$ cat src/design/scnp_pkg.sv
`timescale 1ns / 1ps
// Package for the short-name check and pack block: item types, constants, byte class.
package scnp_pkg;

  localparam int BASE_LEN = 8;
  localparam int EXT_LEN  = 3;

  localparam int BASE_CNT_W = $clog2(BASE_LEN + 1);
  localparam int EXT_CNT_W  = $clog2(EXT_LEN + 1);

  localparam logic [7:0] CHAR_SPACE  = 8'h20;
  localparam logic [7:0] CHAR_DOT    = 8'h2E;
  localparam logic [7:0] CHAR_SLASH  = 8'h2F;
  localparam logic [7:0] CHAR_NUL    = 8'h00;
  localparam logic [7:0] CASE_OFFSET = 8'h20;  // 'a' - 'A'

  localparam logic [63:0] SPACE8 = {8{CHAR_SPACE}};
  localparam logic [23:0] SPACE3 = {3{CHAR_SPACE}};

  typedef struct packed {
    logic [7:0] ch;
    logic       end_item;
  } scnp_in_t;

  typedef struct packed {
    logic        valid_res;
    logic [63:0] base_chars;
    logic [23:0] ext_chars;
  } scnp_out_t;

  // raise a..z to upper case
  function automatic logic [7:0] to_upper(input logic [7:0] c);
    logic [7:0] r;
    r = c;
    if (c >= 8'h61 && c <= 8'h7A) begin
      r = c - CASE_OFFSET;
    end
    return r;
  endfunction

  // DOS short-name character set, upper-cased input expected
  function automatic logic legal_byte(input logic [7:0] c);
    logic ok;
    ok = 1'b0;
    if (c >= 8'h80) ok = 1'b1;
    if (c >= 8'h41 && c <= 8'h5A) ok = 1'b1;
    if (c >= 8'h30 && c <= 8'h39) ok = 1'b1;
    case (c)
      8'h24, 8'h25, 8'h27, 8'h2D, 8'h5F, 8'h40, 8'h7E, 8'h60, 8'h21,
      8'h28, 8'h29, 8'h7B, 8'h7D, 8'h5E, 8'h23, 8'h26, 8'h20: ok = 1'b1;
      default: ;
    endcase
    return ok;
  endfunction

endpackage

$ cat src/design/scnp_in_stage.sv
`timescale 1ns / 1ps
// Input register: holds one item until the scan stage takes it.
module scnp_in_stage (
  input  logic               clk,
  input  logic               rst,
  input  logic               item_valid,
  output logic               item_stall,
  input  scnp_pkg::scnp_in_t item,
  input  logic               take,
  output logic               full,
  output scnp_pkg::scnp_in_t held
);
  import scnp_pkg::*;

  logic accept;
  logic full_next;

  assign item_stall = full && !take;
  assign accept     = item_valid && !item_stall;

  always_comb begin
    full_next = full;
    if (accept) begin
      full_next = 1'b1;
    end else if (take) begin
      full_next = 1'b0;
    end
  end

  always_ff @(posedge clk) begin
    if (rst) begin
      full <= 1'b0;
    end else begin
      full <= full_next;
    end
  end

  always_ff @(posedge clk) begin
    if (accept) begin
      held <= item;
    end
  end

endmodule

$ cat src/design/scnp_scan.sv
`timescale 1ns / 1ps
// Scan stage: classifies each byte, updates counts and buffers, forms the result.
module scnp_scan (
  input  logic                clk,
  input  logic                rst,
  input  logic                step,
  input  scnp_pkg::scnp_in_t  item,
  output scnp_pkg::scnp_out_t result
);
  import scnp_pkg::*;

  logic [63:0]           base_buf,    base_buf_next;
  logic [23:0]           ext_buf,     ext_buf_next;
  logic [BASE_CNT_W-1:0] base_count,  base_count_next;
  logic [EXT_CNT_W-1:0]  ext_count,   ext_count_next;
  logic                  seen_dot,    seen_dot_next;
  logic                  bad_flag,    bad_flag_next;
  logic                  after_slash, after_slash_next;
  logic [7:0]            uc;

  assign uc = to_upper(item.ch);

  // result as it stands; only used on an end item
  always_comb begin
    result.valid_res  = !bad_flag;
    result.base_chars = bad_flag ? 64'd0 : base_buf;
    result.ext_chars  = bad_flag ? 24'd0 : ext_buf;
  end

  always_comb begin
    base_buf_next    = base_buf;
    ext_buf_next     = ext_buf;
    base_count_next  = base_count;
    ext_count_next   = ext_count;
    seen_dot_next    = seen_dot;
    bad_flag_next    = bad_flag;
    after_slash_next = after_slash;
    if (step) begin
      if (item.end_item) begin
        base_buf_next    = SPACE8;
        ext_buf_next     = SPACE3;
        base_count_next  = '0;
        ext_count_next   = '0;
        seen_dot_next    = 1'b0;
        bad_flag_next    = 1'b0;
        after_slash_next = 1'b0;
      end else if (!after_slash && !bad_flag) begin
        if (item.ch == CHAR_SLASH || item.ch == CHAR_NUL) begin
          after_slash_next = 1'b1;
        end else if (item.ch == CHAR_DOT) begin
          if (seen_dot) begin
            bad_flag_next = 1'b1;
          end else begin
            seen_dot_next = 1'b1;
          end
        end else if (!legal_byte(uc)) begin
          bad_flag_next = 1'b1;
        end else if (!seen_dot) begin
          if (base_count < BASE_CNT_W'(BASE_LEN)) begin
            for (int i = 0; i < BASE_LEN; i++) begin
              if (base_count == BASE_CNT_W'(i)) begin
                base_buf_next[i*8 +: 8] = uc;
              end
            end
            base_count_next = base_count + BASE_CNT_W'(1);
          end else begin
            bad_flag_next = 1'b1;
          end
        end else if (base_count == '0) begin
          bad_flag_next = 1'b1;
        end else if (ext_count < EXT_CNT_W'(EXT_LEN)) begin
          for (int i = 0; i < EXT_LEN; i++) begin
            if (ext_count == EXT_CNT_W'(i)) begin
              ext_buf_next[i*8 +: 8] = uc;
            end
          end
          ext_count_next = ext_count + EXT_CNT_W'(1);
        end else begin
          bad_flag_next = 1'b1;
        end
      end
    end
  end

  always_ff @(posedge clk) begin
    if (rst) begin
      base_buf    <= SPACE8;
      ext_buf     <= SPACE3;
      base_count  <= '0;
      ext_count   <= '0;
      seen_dot    <= 1'b0;
      bad_flag    <= 1'b0;
      after_slash <= 1'b0;
    end else begin
      base_buf    <= base_buf_next;
      ext_buf     <= ext_buf_next;
      base_count  <= base_count_next;
      ext_count   <= ext_count_next;
      seen_dot    <= seen_dot_next;
      bad_flag    <= bad_flag_next;
      after_slash <= after_slash_next;
    end
  end

endmodule

$ cat src/design/scnp_out_stage.sv
`timescale 1ns / 1ps
// Result register with valid/stall handshake.
module scnp_out_stage (
  input  logic                clk,
  input  logic                rst,
  input  logic                load,
  input  scnp_pkg::scnp_out_t data,
  output logic                res_valid,
  input  logic                res_stall,
  output scnp_pkg::scnp_out_t res,
  output logic                free
);
  import scnp_pkg::*;

  logic res_valid_next;

  assign free = !res_valid || !res_stall;

  always_comb begin
    res_valid_next = res_valid;
    if (load) begin
      res_valid_next = 1'b1;
    end else if (!res_stall) begin
      res_valid_next = 1'b0;
    end
  end

  always_ff @(posedge clk) begin
    if (rst) begin
      res_valid <= 1'b0;
    end else begin
      res_valid <= res_valid_next;
    end
  end

  always_ff @(posedge clk) begin
    if (load) begin
      res <= data;
    end
  end

endmodule

$ cat src/design/short_name_check_and_pack.sv
`timescale 1ns / 1ps
// Top level: DOS 8.3 short-name checker and packer.
//
//   channel | direction | handshake               | payload
//   --------+-----------+-------------------------+-------------------------------
//   item    | in        | item_valid / item_stall | ch, end_item (scnp_in_t)
//   res     | out       | res_valid / res_stall   | valid_res, base_chars,
//           |           |                         | ext_chars (scnp_out_t)
//
// One byte item per cycle is sustained while no end item is held back.
// res_valid rises once the end item has moved from the input register into
// the output register. An end item waits in the input register only while a
// result is held stalled in the output register; a byte item there never does.
// Synchronous reset clears the handshake state and the scan state (empty name).
module short_name_check_and_pack (
  input  logic                clk,
  input  logic                rst,
  input  logic                item_valid,
  output logic                item_stall,
  input  scnp_pkg::scnp_in_t  item,
  output logic                res_valid,
  input  logic                res_stall,
  output scnp_pkg::scnp_out_t res
);
  import scnp_pkg::*;

  logic      full;
  scnp_in_t  held;
  logic      take;
  logic      out_free;
  scnp_out_t result;

  // byte items always move on; an end item needs room in the result register
  assign take = full && (!held.end_item || out_free);

  scnp_in_stage u_in (
    .clk        (clk),
    .rst        (rst),
    .item_valid (item_valid),
    .item_stall (item_stall),
    .item       (item),
    .take       (take),
    .full       (full),
    .held       (held)
  );

  scnp_scan u_scan (
    .clk    (clk),
    .rst    (rst),
    .step   (take),
    .item   (held),
    .result (result)
  );

  scnp_out_stage u_out (
    .clk       (clk),
    .rst       (rst),
    .load      (take && held.end_item),
    .data      (result),
    .res_valid (res_valid),
    .res_stall (res_stall),
    .res       (res),
    .free      (out_free)
  );

endmodule

$ cat config.mk
export PLATFORM = sky130hd
export DESIGN_NAME = short_name_check_and_pack
export DESIGN_NICKNAME = d
export VERILOG_FILES = /design/src/design/scnp_pkg.sv /design/src/design/scnp_in_stage.sv /design/src/design/scnp_scan.sv /design/src/design/scnp_out_stage.sv /design/src/design/short_name_check_and_pack.sv
export SDC_FILE = /design/constraint.sdc
export NUM_CORES = 1
export LEC_CHECK = 0
export ABC_CLOCK_PERIOD_IN_PS = 4000
export BUFFER_PORTS_ARGS = -buffer_cell sky130_fd_sc_hd__buf_4
export CORE_AREA = 2 2 135 137
export DETAILED_ROUTE_END_ITERATION = 8
export DIE_AREA = 0 0 137 139
export PLACE_DENSITY = 0.72
export SLEW_MARGIN = 25
export SYNTH_ARGS = -nofsm -noshare
export SYNTH_HDL_FRONTEND = slang
export SYNTH_SLANG_ARGS = --single-unit
export TNS_END_PERCENT = 50
$ cat constraint.sdc
create_clock -name clk -period 4 [get_ports clk]
set_clock_uncertainty 0.15 [all_clocks]
set_input_delay 0.4 -clock clk [delete_from_list [all_inputs] [get_ports clk]]
set_output_delay 0.4 -clock clk [all_outputs]
set_load 0.03 [all_outputs]
## Word-level counts from Yosys, hierarchy flattened

Index checks and enable logic that the tools add are counted.

| cells by class | value |
|---|---|
| add/sub/neg operators | 3 |
| $lt $le $gt $ge | 9 |
| equal/unequal tests | 36 |
| muxes and demuxes | 72 |
| reduce and logical (&&, ||, !) cells | 57 |

Operators by type and width:

| kind | count |
|---|---|
| $mux 64 | 7 |
| $mux 24 | 8 |
| $eq 8x6->1 const B | 12 |
| $mux 8 | 12 |
| $reduce_and 8->1 | 9 |
| $eq 8x7->1 const B | 7 |
| $reduce_bool 2->1 | 19 |
| $mux 1 | 30 |
| $mux 4 | 7 |
| $reduce_and 9->1 | 3 |
| $reduce_or 17->1 | 1 |
| $eq 4x3->1 const B | 4 |
| $ge 8x7->1 const B | 2 |
| $le 8x7->1 const B | 2 |
| $mux 2 | 8 |
| $eq 4x2->1 const B | 2 |
| $ge 8x6->1 const B | 1 |
| $ge 8x8->1 const B | 1 |
| $le 8x6->1 const B | 1 |
| $logic_and 1x1->1 | 8 |
| $logic_not 8->1 | 1 |
| $ne 2x2->1 const B | 4 |
| $sub 8x6->8 const B | 1 |
| $logic_not 1->1 | 7 |
| other kinds (18) | 20 |

| word-level totals | value |
|---|---|
| register bits after elaboration | 197 |
| input bits | 13 |
| output and inout bits | 91 |
| logic and storage cells | 200 |

## Depth between registers and ports, before layout

Gate-level depths: netlist of run 1.

| depth | value |
|---|---|
| depth in word-level cells | 18 |
| depth in mapped cells | 10 |
| gate-level depth less buffers | 9 |

## By module

Synthesis of run 1 repeated with hierarchy kept, for this count alone.

| unflattened totals | value |
|---|---|
| cell total of the unflattened synthesis | 617 |
| area, all modules | 7800.0 sq um |

By module, submodules not included:

| module | times used | cells an instance | area each (sq um) | sequential area each (sq um) |
|---|---|---|---|---|
| scnp_scan | 1 | 508 | 4755.8 | 1941.9 |
| scnp_out_stage | 1 | 93 | 2705.1 | 2692.6 |
| scnp_in_stage | 1 | 13 | 320.3 | 290.3 |
| short_name_check_and_pack | 1 | 3 | 18.8 | 0.0 |

## Worst setup path after synthesis of run 1

OpenSTA, ideal clock, no wires.

| timing | value |
|---|---|
| kind | flip-flop to flip-flop |
| start point | reg u_in.held[0] (netlist name) |
| end point | reg u_scan.ext_buf[15] |
| library setup time | 118 ps |
| arrival | 3175 ps |
| data required time | 3732 ps |
| path slack | 558 ps |
| cell stages (with the launch flop) | 6 |
| path buffers | 1 |
| clock period less this slack | 3442 ps |
| cell sequence | edfxtp_1 > clkbuf_1 > nand3_1 > inv_1 > nor2_1 > a32o_1 |

| on the way | value |
|---|---|
| cells in the longest elaborated chain, start to end | 4 |
| elaborated cells between the ends (all ways) | 13 |
| classes of those cells | eq/ne (3); mux (1); reduce/logical (9) |

RTL lines:

| what | line | source |
|---|---|---|
| $logic_not 1->1 | short_name_check_and_pack.sv:34 | `assign take = full && (!held.end_item \|\| out_free);` |
| $logic_or 1x1->1 | short_name_check_and_pack.sv:34 |  |
| $logic_and 1x1->1 | short_name_check_and_pack.sv:34 |  |
| $reduce_and 9->1 (no line) | n/a |  |
| to (signal assigned) | scnp_scan.sv:96 | `ext_buf <= ext_buf_next;` |
| to (decl) | scnp_scan.sv:13 | `logic [23:0] ext_buf, ext_buf_next;` |

Several ways; a longest one is shown, not always the timed one.
A chain may end at the register's enable or synchronous reset.

## Worst setup path in the final report of run 1

| timing | value |
|---|---|
| start point | reg u_in.held[2] (netlist name) |
| end point | reg u_scan.base_buf[46] |

| on the way | value |
|---|---|
| cells in the longest elaborated chain, start to end | 15 |
| elaborated cells between the ends (all ways) | 55 |
| classes of those cells | add/sub (1); order compare (7); eq/ne (21); mux (18); reduce/logical (8) |

RTL lines:

| what | line | source |
|---|---|---|
| $ge 8x7->1 or $le 8x7->1 (tied branches) | scnp_pkg.sv:35 | `if (c >= 8'h61 && c <= 8'h7A) begin` |
| $logic_and 1x1->1 | scnp_pkg.sv:35 |  |
| $mux 8 | scnp_pkg.sv:35 |  |
| $ge 8x8->1, or another cell as far along | scnp_pkg.sv:45 | `if (c >= 8'h80) ok = 1'b1;` |
| $mux 1 or $logic_and 1x1->1 (tied branches) | scnp_pkg.sv:45, scnp_pkg.sv:46 |  |
| $mux 1 | scnp_pkg.sv:46 | `if (c >= 8'h41 && c <= 8'h5A) ok = 1'b1;` |
| $mux 1 | scnp_pkg.sv:47 | `if (c >= 8'h30 && c <= 8'h39) ok = 1'b1;` |
| $mux 1 | scnp_pkg.sv:48 | `case (c)` |
| $mux 1 | scnp_scan.sv:50 | `end else if (item.ch == CHAR_DOT) begin` |
| $mux 1 | scnp_scan.sv:48 | `if (item.ch == CHAR_SLASH \|\| item.ch == CHAR_NUL) begin` |
| $mux 1 | scnp_scan.sv:47 | `end else if (!after_slash && !bad_flag) begin` |
| $mux 1 | scnp_scan.sv:39 | `if (item.end_item) begin` |
| $mux 1 | scnp_scan.sv:38 | `if (step) begin` |
| $reduce_bool 2->1 (no line) | n/a |  |
| $reduce_and 8->1 (no line) | n/a |  |
| to (signal assigned) | scnp_scan.sv:95 | `base_buf <= base_buf_next;` |
| to (decl) | scnp_scan.sv:12 | `logic [63:0] base_buf, base_buf_next;` |

Several ways; a longest one is shown, not always the timed one. The select of a mux whose other input is x is not followed.

==> flow_metrics.py, run 1 <==
metrics = {
    "cts": {
        "cts.path.max_buffers": 2,
        "h-tree-depth": 4,
        "clock_latency_ps": 430,
        "cts_made_buffers": 17,
        "cts_root_buf": "clkbuf_16",
        "cts_tree": "yes",
        "ctsResizeCount": 0,
        "clkSlewWorstSetupHoldPaths_ps": 70,
        "cts_sinks": 197,
    },
    "timing": {
        "hold_violations": 0,
        "setup_viol": 0,
        "fin_crit_ps": 3090,
        "fmax_mhz": 323,
        "setup_tns_ps": 0,
        "hold_ws_ps": 56.4,
        "post-route-period-util_pct": 77.3,
        "maxSlewHeadroom_pct": 48.2,
        "rsz0062_at_grt": "false",
        "maxSlewViolCount": 0,
        "worst_slew_pin_slew_ps": 773,
    },
    "grt": {
        "antenna_found_initial": 0,
        "grt_pass1_vias": 4821,
        "grt_first_pass_wirelength_um": 25700,
        "grt_usage_pct": 17.4,
        "overflow": 0,
        "grt_start_max_net_pins": 60,
    },
    "worst_setup_path": {
        "critPathCaptureType": "flop",
        "cp-startpoint": "u_in.held[2]",
        "rr_startpoint": "u_in.held[2]",
        "rrSetupSlack_ps": 910,
        "critPathLaunchType": "flop",
        "cp_data_arrival_time_ps": 3260,
        "crit_type": "flop to flop",
        "rr_worst_depth": 6,
        "r2r_end": "u_scan.base_buf[46]",
        "worstPathRequired_ps": 4170,
        "cp_max_fo": 14,
    },
    "die": {
        "dieArea_sq_mm": 0.0190,
        "rows": 49,
        "die_h_um": 139,
        "ios": 104,
        "die_w_um": 137,
        "core-area_sq_mm": 0.0177,
        "start_util_pct": 43.9,
    },
    "worst_hold_path": {
        "hp-class": "primary input to flop",
        "min_to": "u_in.full",
        "hold_depth": 2,
        "hp-start": "item_valid",
    },
    "cells_and_area": {
        "mostFrequentLayoutCell": "buf_4",
        "syn2layout_area_growth_pct": 21.5,
        "final_area_sq_mm": 0.00943,
        "fin_util_pct": 53.4,
        "fin_nets": 738,
        "layout_common_cells": "buf_4, dfxtp_1, edfxtp_1, nor2b_1, o2bb2ai_1",
        "layout-drive-gt1-share_pct": 24.3,
        "diodes": 0,
    },
    "detailed_routing": {
        "vias": 5068,
        "routedWlPerCell_um": 17.0,
        "antenna_left": 0,
        "drt-total-wl_um": 16300,
        "firstDrtPassIters": 5,
        "post-route-drc-count": 0,
        "viasPerCell": 5.29,
        "drtIter0Drc": 437,
    },
    "power_and_ir_drop": {
        "vdd_drop_max_mv": 0.318,
        "leakage_nw": 3.56,
        "p_per_area_mw_per_mm2": 450,
    },
    "yosys": {
        "synth_fp_nets": 629,
        "ys_seq_area_share_pct": 63.5,
        "synth-edff-count": 98,
        "syn_inst": 607,
        "synth.cell_area_sq_mm": 0.00776,
        "synth_cell_types": 60,
        "synth-seq-cells": 197,
        "avgSynthCellArea_sq_um": 12.8,
        "synth-main-ff-cell": "dfxtp_1",
        "yosys_warnings": 0,
        "async_flop_share_pct": 0,
    },
    "placement": {
        "placed_cell_area_sq_mm": 0.00871,
        "port_buffers": 103,
        "place_hpwl_um": 11100,
        "finalWeightedCongestion": 0.896,
    },
    "status": {
        "status": "completed",
    },
    "job": {
        "drv_cap": 0,
    },
}
state kept, by name, indices dropped and copies added (netlist names):
signal	cells
u_in.full	1
u_in.held	9
u_out.res	89
u_out.res_valid	1
u_scan.after_slash	1
u_scan.bad_flag	1
u_scan.base_buf	64
u_scan.base_count	4
u_scan.ext_buf	24
u_scan.ext_count	2
u_scan.seen_dot	1
critical path, stage by stage (launching register included):
cell and delay, ps:
edfxtp_1 540, or4_4 650, o211ai_2 160, a32o_2 670, o21ai_2 240, a21o_1 300, a22o_1 260
metal layers:
metal / vias to the layer above / share of wire (%) / track usage [%] / routed length, um
met3: 47 / 5.6 / 3.87 / 921
li1: 2444 / - / - / -
met2: 179 / 46 / 26.8 / 7580
met1: 2398 / 44 / 23.2 / 7210
met5: - / 0 / 0 / 0
met4: 0 / 3.8 / 8.41 / 620
Yosys cell counts (2+ instances only):
cell	count	area share [%]
buf_2	3	0.19
nor3_1	13	0.84
nand3_1	7	0.45
o21ai_0	5	0.32
nand2b_1	6	0.48
o21ai_2	4	0.45
a22o_1	17	1.9
inv_1	21	1.0
nand2_1	22	1.1
clkbuf_1	18	0.87
edfxtp_1	98	38
nor2b_1	80	6.5
nand4b_1	2	0.23
a21oi_1	22	1.4
dfxtp_1	99	26
a21o_1	4	0.39
o21a_1	2	0.19
o2bb2ai_1	55	6.2
ha_1	9	1.5
buf_6	3	0.44
xor2_1	3	0.34
or2_2	2	0.16
o21ai_4	8	1.7
a32o_1	6	0.77
nor4_1	2	0.16
nand4_1	2	0.16
nor2_1	48	2.3
and2_1	4	0.32
buf_1	2	0.097
o311ai_1	2	0.23
a21o_4	8	1.5
nor2_8	2	0.52
logic make-up after synthesis:
kind of cell | count (synthesis) | synth area share (%)
simple gates | 198 | 14.2
flops | 197 | 63.5
mux | 1 | 0.177
compound gates | 151 | 17.5
buf+inv | 48 | 2.87
fa+ha+maj | 9 | 1.45
xor+xnor | 3 | 0.339
per-stage QoR:
step	instances	setup slack (ps)	power, mW
3_3_place_gp	917	1050	2.50
5_1_grt	958	733	4.37
3_5_place_dp	917	923	2.51
6_report	958	908	4.24
2_1_floorplan	607	558	2.43
4_1_cts	958	899	4.27
how the worst max path moves through the flow:
| stage | end | cells past startpoint |
|---|---|---|
| final | u_scan.base_buf[46] | 6 |
| after floorplan | u_scan.ext_buf[15] | 5 |
| after global routing | u_scan.bad_flag | 7 |
| after global placement | u_scan.base_buf[46] | 6 |
| after CTS | u_scan.base_buf[46] | 6 |
| after detailed placement | u_scan.base_buf[46] | 6 |
power breakdown:
part,internal (mW),leakage (nW),switching [mW]
Sequential,2.14,1.71,0.0308
Clock,1.01,0.300,0.765
Combinational,0.0947,1.55,0.198
repair_timing:
action / 4_1_cts / 5_1_grt
endpoints found under the hold margin: 9 / 0
buffers inserted: 0 / 0
hold buffers: 9 / 0
layout make-up:
cell class                 count  area [sq um]
sequential                   197          4930
multi-input combinational    362          2610
tap                          229           287
timing repair buffer         117           901
fill                        1486          8230
clock inverter                14           193
inverter                      21          80.1
clock buffer                  18           429
(Power assumes the default switching activity.)
==> inputs of run 2 (changes only) <==
--- a/config.mk
+++ b/config.mk
@@ -5,12 +5,12 @@
 export SDC_FILE = /design/constraint.sdc
 export NUM_CORES = 1
 export LEC_CHECK = 0
-export ABC_CLOCK_PERIOD_IN_PS = 4000
+export ABC_CLOCK_PERIOD_IN_PS = 2500
 export BUFFER_PORTS_ARGS = -buffer_cell sky130_fd_sc_hd__buf_4
 export CORE_AREA = 2 2 135 137
 export DETAILED_ROUTE_END_ITERATION = 8
 export DIE_AREA = 0 0 137 139
-export PLACE_DENSITY = 0.72
+export PLACE_DENSITY = 0.74
 export SLEW_MARGIN = 25
 export SYNTH_ARGS = -nofsm -noshare
 export SYNTH_HDL_FRONTEND = slang
==> constraint.sdc (replaced) <==
create_clock -name clk -period 2.5 [get_ports clk]
set_clock_uncertainty 0.15 [all_clocks]
set_input_delay 0.25 -clock clk [delete_from_list [all_inputs] [get_ports clk]]
set_output_delay 0.25 -clock clk [all_outputs]
set_load 0.03 [all_outputs]
==> flow_metrics.py, run 2 (synthesis results as in run 1) <==
metrics = {
    "cts": {
        "clock_latency_ps": 430,
        "cts.path.max_buffers": 2,
        "h-tree-depth": 4,
        "cts_sinks": 197,
        "cts_tree": "yes",
        "cts_made_buffers": 17,
        "cts_root_buf": "clkbuf_16",
        "clkSlewWorstSetupHoldPaths_ps": 70,
    },
    "detailed_routing": {
        "antenna_left": 0,
        "drt-total-wl_um": 17400,
        "firstDrtPassIters": 4,
        "post-route-drc-count": 0,
        "viasPerCell": 5.26,
        "vias": 5368,
        "drtIter0Drc": 282,
        "routedWlPerCell_um": 17.0,
    },
    "grt": {
        "grt_pass1_vias": 5381,
        "overflow": 0,
        "grt_first_pass_wirelength_um": 28100,
        "grt_start_max_net_pins": 93,
        "grt_usage_pct": 19.1,
        "antenna_found_initial": 0,
    },
    "timing": {
        "setup_tns_ps": -1020,
        "setup_viol": 27,
        "hold_ws_ps": 26.5,
        "hold_violations": 0,
        "rsz0062_at_grt": "true",
        "fmax_mhz": 389,
        "maxSlewHeadroom_pct": 38.7,
        "worst_slack_ps": -71.9,
        "worst_slew_pin_slew_ps": 920,
        "post-route-period-util_pct": 103,
        "maxSlewViolCount": 0,
        "fin_crit_ps": 2570,
    },
    "worst_setup_path": {
        "cp_max_fo": 8,
        "critPathLaunchType": "flop",
        "critPathCaptureType": "flop",
        "crit_type": "flop to flop",
        "worstPathRequired_ps": 2680,
        "cp_data_arrival_time_ps": 2750,
    },
    "placement": {
        "finalWeightedCongestion": 0.907,
        "placed_cell_area_sq_mm": 0.00925,
        "post-place-ws_ps": -95.4,
        "place_hpwl_um": 12000,
        "port_buffers": 103,
    },
    "power_and_ir_drop": {
        "p_per_area_mw_per_mm2": 663,
        "leakage_nw": 3.91,
        "vdd_drop_max_mv": 0.477,
    },
    "die": {
        "core-area_sq_mm": 0.0177,
        "ios": 104,
        "die_w_um": 137,
        "rows": 49,
        "start_util_pct": 43.9,
        "dieArea_sq_mm": 0.0190,
        "die_h_um": 139,
    },
    "cells_and_area": {
        "final_area_sq_mm": 0.0102,
        "layout-drive-gt1-share_pct": 33.2,
        "largest_reg_flops": 89,
        "layout_common_cells": "buf_4, edfxtp_1, dfxtp_1, nor2b_1, o2bb2ai_1",
        "syn2layout_area_growth_pct": 31.5,
        "diodes": 0,
        "top_register": "u_out.res",
        "fin_util_pct": 57.8,
        "mostFrequentLayoutCell": "buf_4",
        "fin_nets": 801,
        "reg.largest.list": "u_out.res x89, u_scan.base_buf x64, u_scan.ext_buf x24",
    },
    "job": {
        "drv_cap": 0,
    },
    "status": {
        "failed_checks": "setup timing",
        "status": "finished with violations",
    },
    "worst_hold_path": {
        "hp-class": "primary input to flop",
    },
}
-- run 2: cell types whose count changed in the layout (fill, tap and decap cells not counted), sizes merged --
cell | previous run | this run
buf | 108 | 169
bufinv | 3 | 1
clkbuf | 18 | 20
dlygate4sd3 | 9 | 11
clkinv | 5 | 4
clkinvlp | 1 | 2
-- run 2: final timing paths --
path | startpoint | end | slack (ps) | cells after the start
max | u_in.held[1] | u_scan.base_buf[62] | -70 | 9
min reg2reg | u_scan.ext_buf[20] | u_scan.ext_buf[20] | 310 | 1
max reg2reg | u_in.held[1] | u_scan.base_buf[62] | -70 | 9
min | res_stall | u_out.res_valid | 30 | 3
-- run 2: report_power, final --
group / leakage, nW / internal (mW) / switching (mW)
combinational: 1.91 / 0.264 / 0.398
clock: 0.283 / 1.44 / 1.21
sequential: 1.71 / 3.43 / 0.0212
-- run 2: metrics by stage --
stage                     power (mW)  cells
after floorplan                 3.89    607
after detailed placement        4.11    971
final                           6.77   1021
after global routing            6.98   1021
after CTS                       6.79   1019
after global placement          4.10    971
-- run 2: repair_timing --
| action | CTS | global route |
|---|---|---|
| endpoints found under the hold margin | 12 | 0 |
| setup endpoints to repair | 72 | 95 |
| resized for setup | 26 | 21 |
| buffers inserted | 5 | 2 |
| pin swaps | 20 | 15 |
| hold buffers | 11 | 0 |
| gates cloned | 0 | 0 |
-- run 2: final cells by class --
type,instances,area [sq um]
tap,229,287
sequential,197,4930
timing repair buffer,180,1520
inverter,21,82.6
fill,1432,7450
clock buffer,20,447
clock inverter,12,138
multi-input combinational,362,2810
-- run 2: worst max-delay path: stages, from the launching register on --
cell and delay [ps]:
edfxtp_1 410, buf_6 140, xor2_1 150, a221o_1 380, a2111oi_4 450, nor2_8 80, buf_12 160, nor2_8 220
nor3_2 90, a22o_1 240
-- run 2: metal layers --
metal	vias up	part of all wire (%)	global-route usage (%)
met2	154	49	30.5
met3	40	5.1	4.24
li1	2569	-	-
met1	2605	43	25.0
met5	-	0	0
met4	0	3.3	8.14
==> inputs of run 3 (changes only) <==
--- a/config.mk
+++ b/config.mk
@@ -11,6 +11,7 @@
 export DETAILED_ROUTE_END_ITERATION = 8
 export DIE_AREA = 0 0 137 139
 export PLACE_DENSITY = 0.74
+export SKIP_CTS_REPAIR_TIMING = 1
 export SLEW_MARGIN = 25
 export SYNTH_ARGS = -nofsm -noshare
 export SYNTH_HDL_FRONTEND = slang
==> flow_metrics.py, run 3 (synthesis results as in run 1) <==
metrics = {
    "status": {
        "status": "finished with violations",
        "failed_checks": "setup timing",
    },
    "cells_and_area": {
        "layout_common_cells": "buf_4, edfxtp_1, dfxtp_1, nor2b_1, o2bb2ai_1",
        "multi_input_area_sq_mm": 0.00286,
        "top_register": "u_out.res",
        "layout.cells.non_filler": 1020,
        "layout-drive-gt1-share_pct": 34.0,
        "reg.largest.list": "u_out.res x89, u_scan.base_buf x64, u_scan.ext_buf x24",
        "fillers": 1423,
        "fin_nets": 800,
        "diodes": 0,
        "largest_reg_flops": 89,
        "mostFrequentLayoutCell": "buf_4",
        "syn2layout_area_growth_pct": 32.0,
        "register_area_sq_mm": 0.00493,
        "fin_util_pct": 58.0,
    },
    "detailed_routing": {
        "firstDrtPassIters": 4,
        "antenna_left": 0,
        "viasPerCell": 5.21,
        "post-route-drc-count": 0,
        "vias": 5312,
        "routedWlPerCell_um": 17.1,
        "drt-total-wl_um": 17500,
        "drtIter0Drc": 382,
    },
    "placement": {
        "port_buffers": 103,
        "place_hpwl_um": 12000,
        "placed_cells": 971,
        "finalWeightedCongestion": 0.907,
    },
    "die": {
        "core-area_sq_mm": 0.0177,
        "ios": 104,
        "start_util_pct": 43.9,
        "dieArea_sq_mm": 0.0190,
        "die_w_um": 137,
        "die_h_um": 139,
        "rows": 49,
    },
    "worst_hold_path": {
        "hold_depth": 3,
        "hp-class": "primary input to flop",
    },
    "power_and_ir_drop": {
        "p_per_area_mw_per_mm2": 662,
        "vdd_drop_max_mv": 0.454,
        "leakage_nw": 3.92,
    },
    "job": {
        "drv_cap": 0,
    },
    "timing": {
        "hold_ws_ps": 25.7,
        "hold_violations": 0,
        "worst_slack_ps": -100,
        "fin_crit_ps": 2600,
        "fmax_mhz": 385,
        "worst_slew_pin_slew_ps": 927,
        "maxSlewViolCount": 0,
        "maxSlewHeadroom_pct": 38.2,
        "setup_viol": 47,
        "rsz0062_at_grt": "true",
        "post-route-period-util_pct": 104,
    },
    "worst_setup_path": {
        "worstPathCellList": "or4_4 -> o22a_1 -> a32o_2 -> buf_12 -> nor2_8 -> nor3_1 -> a22o_1",
        "critPathCaptureType": "flop",
        "worstPathRequired_ps": 2680,
        "crit_type": "flop to flop",
        "cp_slowest_cell": "or4_4",
        "critPathLaunchType": "flop",
        "max_stage_delay_ps": 620,
        "rr_worst_depth": 7,
        "cp_max_fo": 7,
        "cp_data_arrival_time_ps": 2780,
    },
    "cts": {
        "clkSlewWorstSetupHoldPaths_ps": 70,
        "clock_latency_ps": 430,
        "cts_sinks": 197,
        "cts.path.max_buffers": 2,
        "cts_made_buffers": 17,
        "cts_tree": "yes",
        "cts_root_buf": "clkbuf_16",
        "h-tree-depth": 4,
    },
    "grt": {
        "grt_usage_pct": 18.7,
        "grt_start_max_net_pins": 93,
        "grt_first_pass_wirelength_um": 27500,
        "grt_pass1_vias": 5252,
        "overflow": 0,
        "antenna_found_initial": 0,
    },
}
[run 3: cell count changes in the layout (fill, tap and decap cells not counted), moves of 2 or more]
cell	previous run	this run
a21oi_1	19	17
buf_4	149	143
buf_6	13	16
nor2_1	43	41
nor2_2	5	7
nor3_2	3	1
o2bb2ai_1	53	47
o2bb2ai_2	2	8
[run 3: critical path: cells and delay by family, from the launching register on]
family,cells,cell delay [ps]
buffers and inverters,1,190
flip-flops,1,420
AO/OA/AOI/OAI,3,830
AND/OR/NAND/NOR,3,910
[run 3: worst paths after layout]
| check | start | endpoint | slack, ps |
|---|---|---|---|
| worst max-delay path | u_in.held[3] | u_scan.base_buf[62] | -100 |
| worst min-delay path | res_stall | u_out.res_valid | 30 |
| worst max register to register | u_in.held[3] | u_scan.base_buf[62] | -100 |
| worst min register to register | u_scan.ext_buf[20] | u_scan.ext_buf[20] | 310 |
[run 3: layout make-up]
cell class	instances	area share, %
Sequential cell	197	48.1
Clock buffer	20	4.36
Inverter	21	0.806
Clock inverter	12	1.34
Multi-Input combinational cell	364	27.9
Tap cell	229	2.80
Timing Repair Buffer	177	14.7
[run 3: per-stage QoR]
stage	TNS, ps	instance area (sq um)	total power [mW]	setup WS [ps]
floorplan	-2770	7820	3.89	-93.3
global placement	-1020	9250	4.10	-73.1
detailed placement	-1710	9250	4.11	-95.4
CTS	-3880	9840	6.74	-142
global route	-9130	10200	7.00	-174
finish	-1710	10200	6.78	-100
[run 3: report_power, final]
group	switching [mW]	internal, mW	leakage (nW)
sequential	0.0221	3.43	1.71
combinational	0.408	0.269	1.92
clock	1.21	1.44	0.283
total	1.65	5.14	3.92
[run 3: metal layers]
layer  global-route usage (%)  up-vias  routed length [um]
met1                     25.1     2586                7780
met3                     4.02       27                 738
met5                        0        -                   0
met2                     29.6      130                8550
li1                         -     2569                   -
met4                     7.38        0                 393
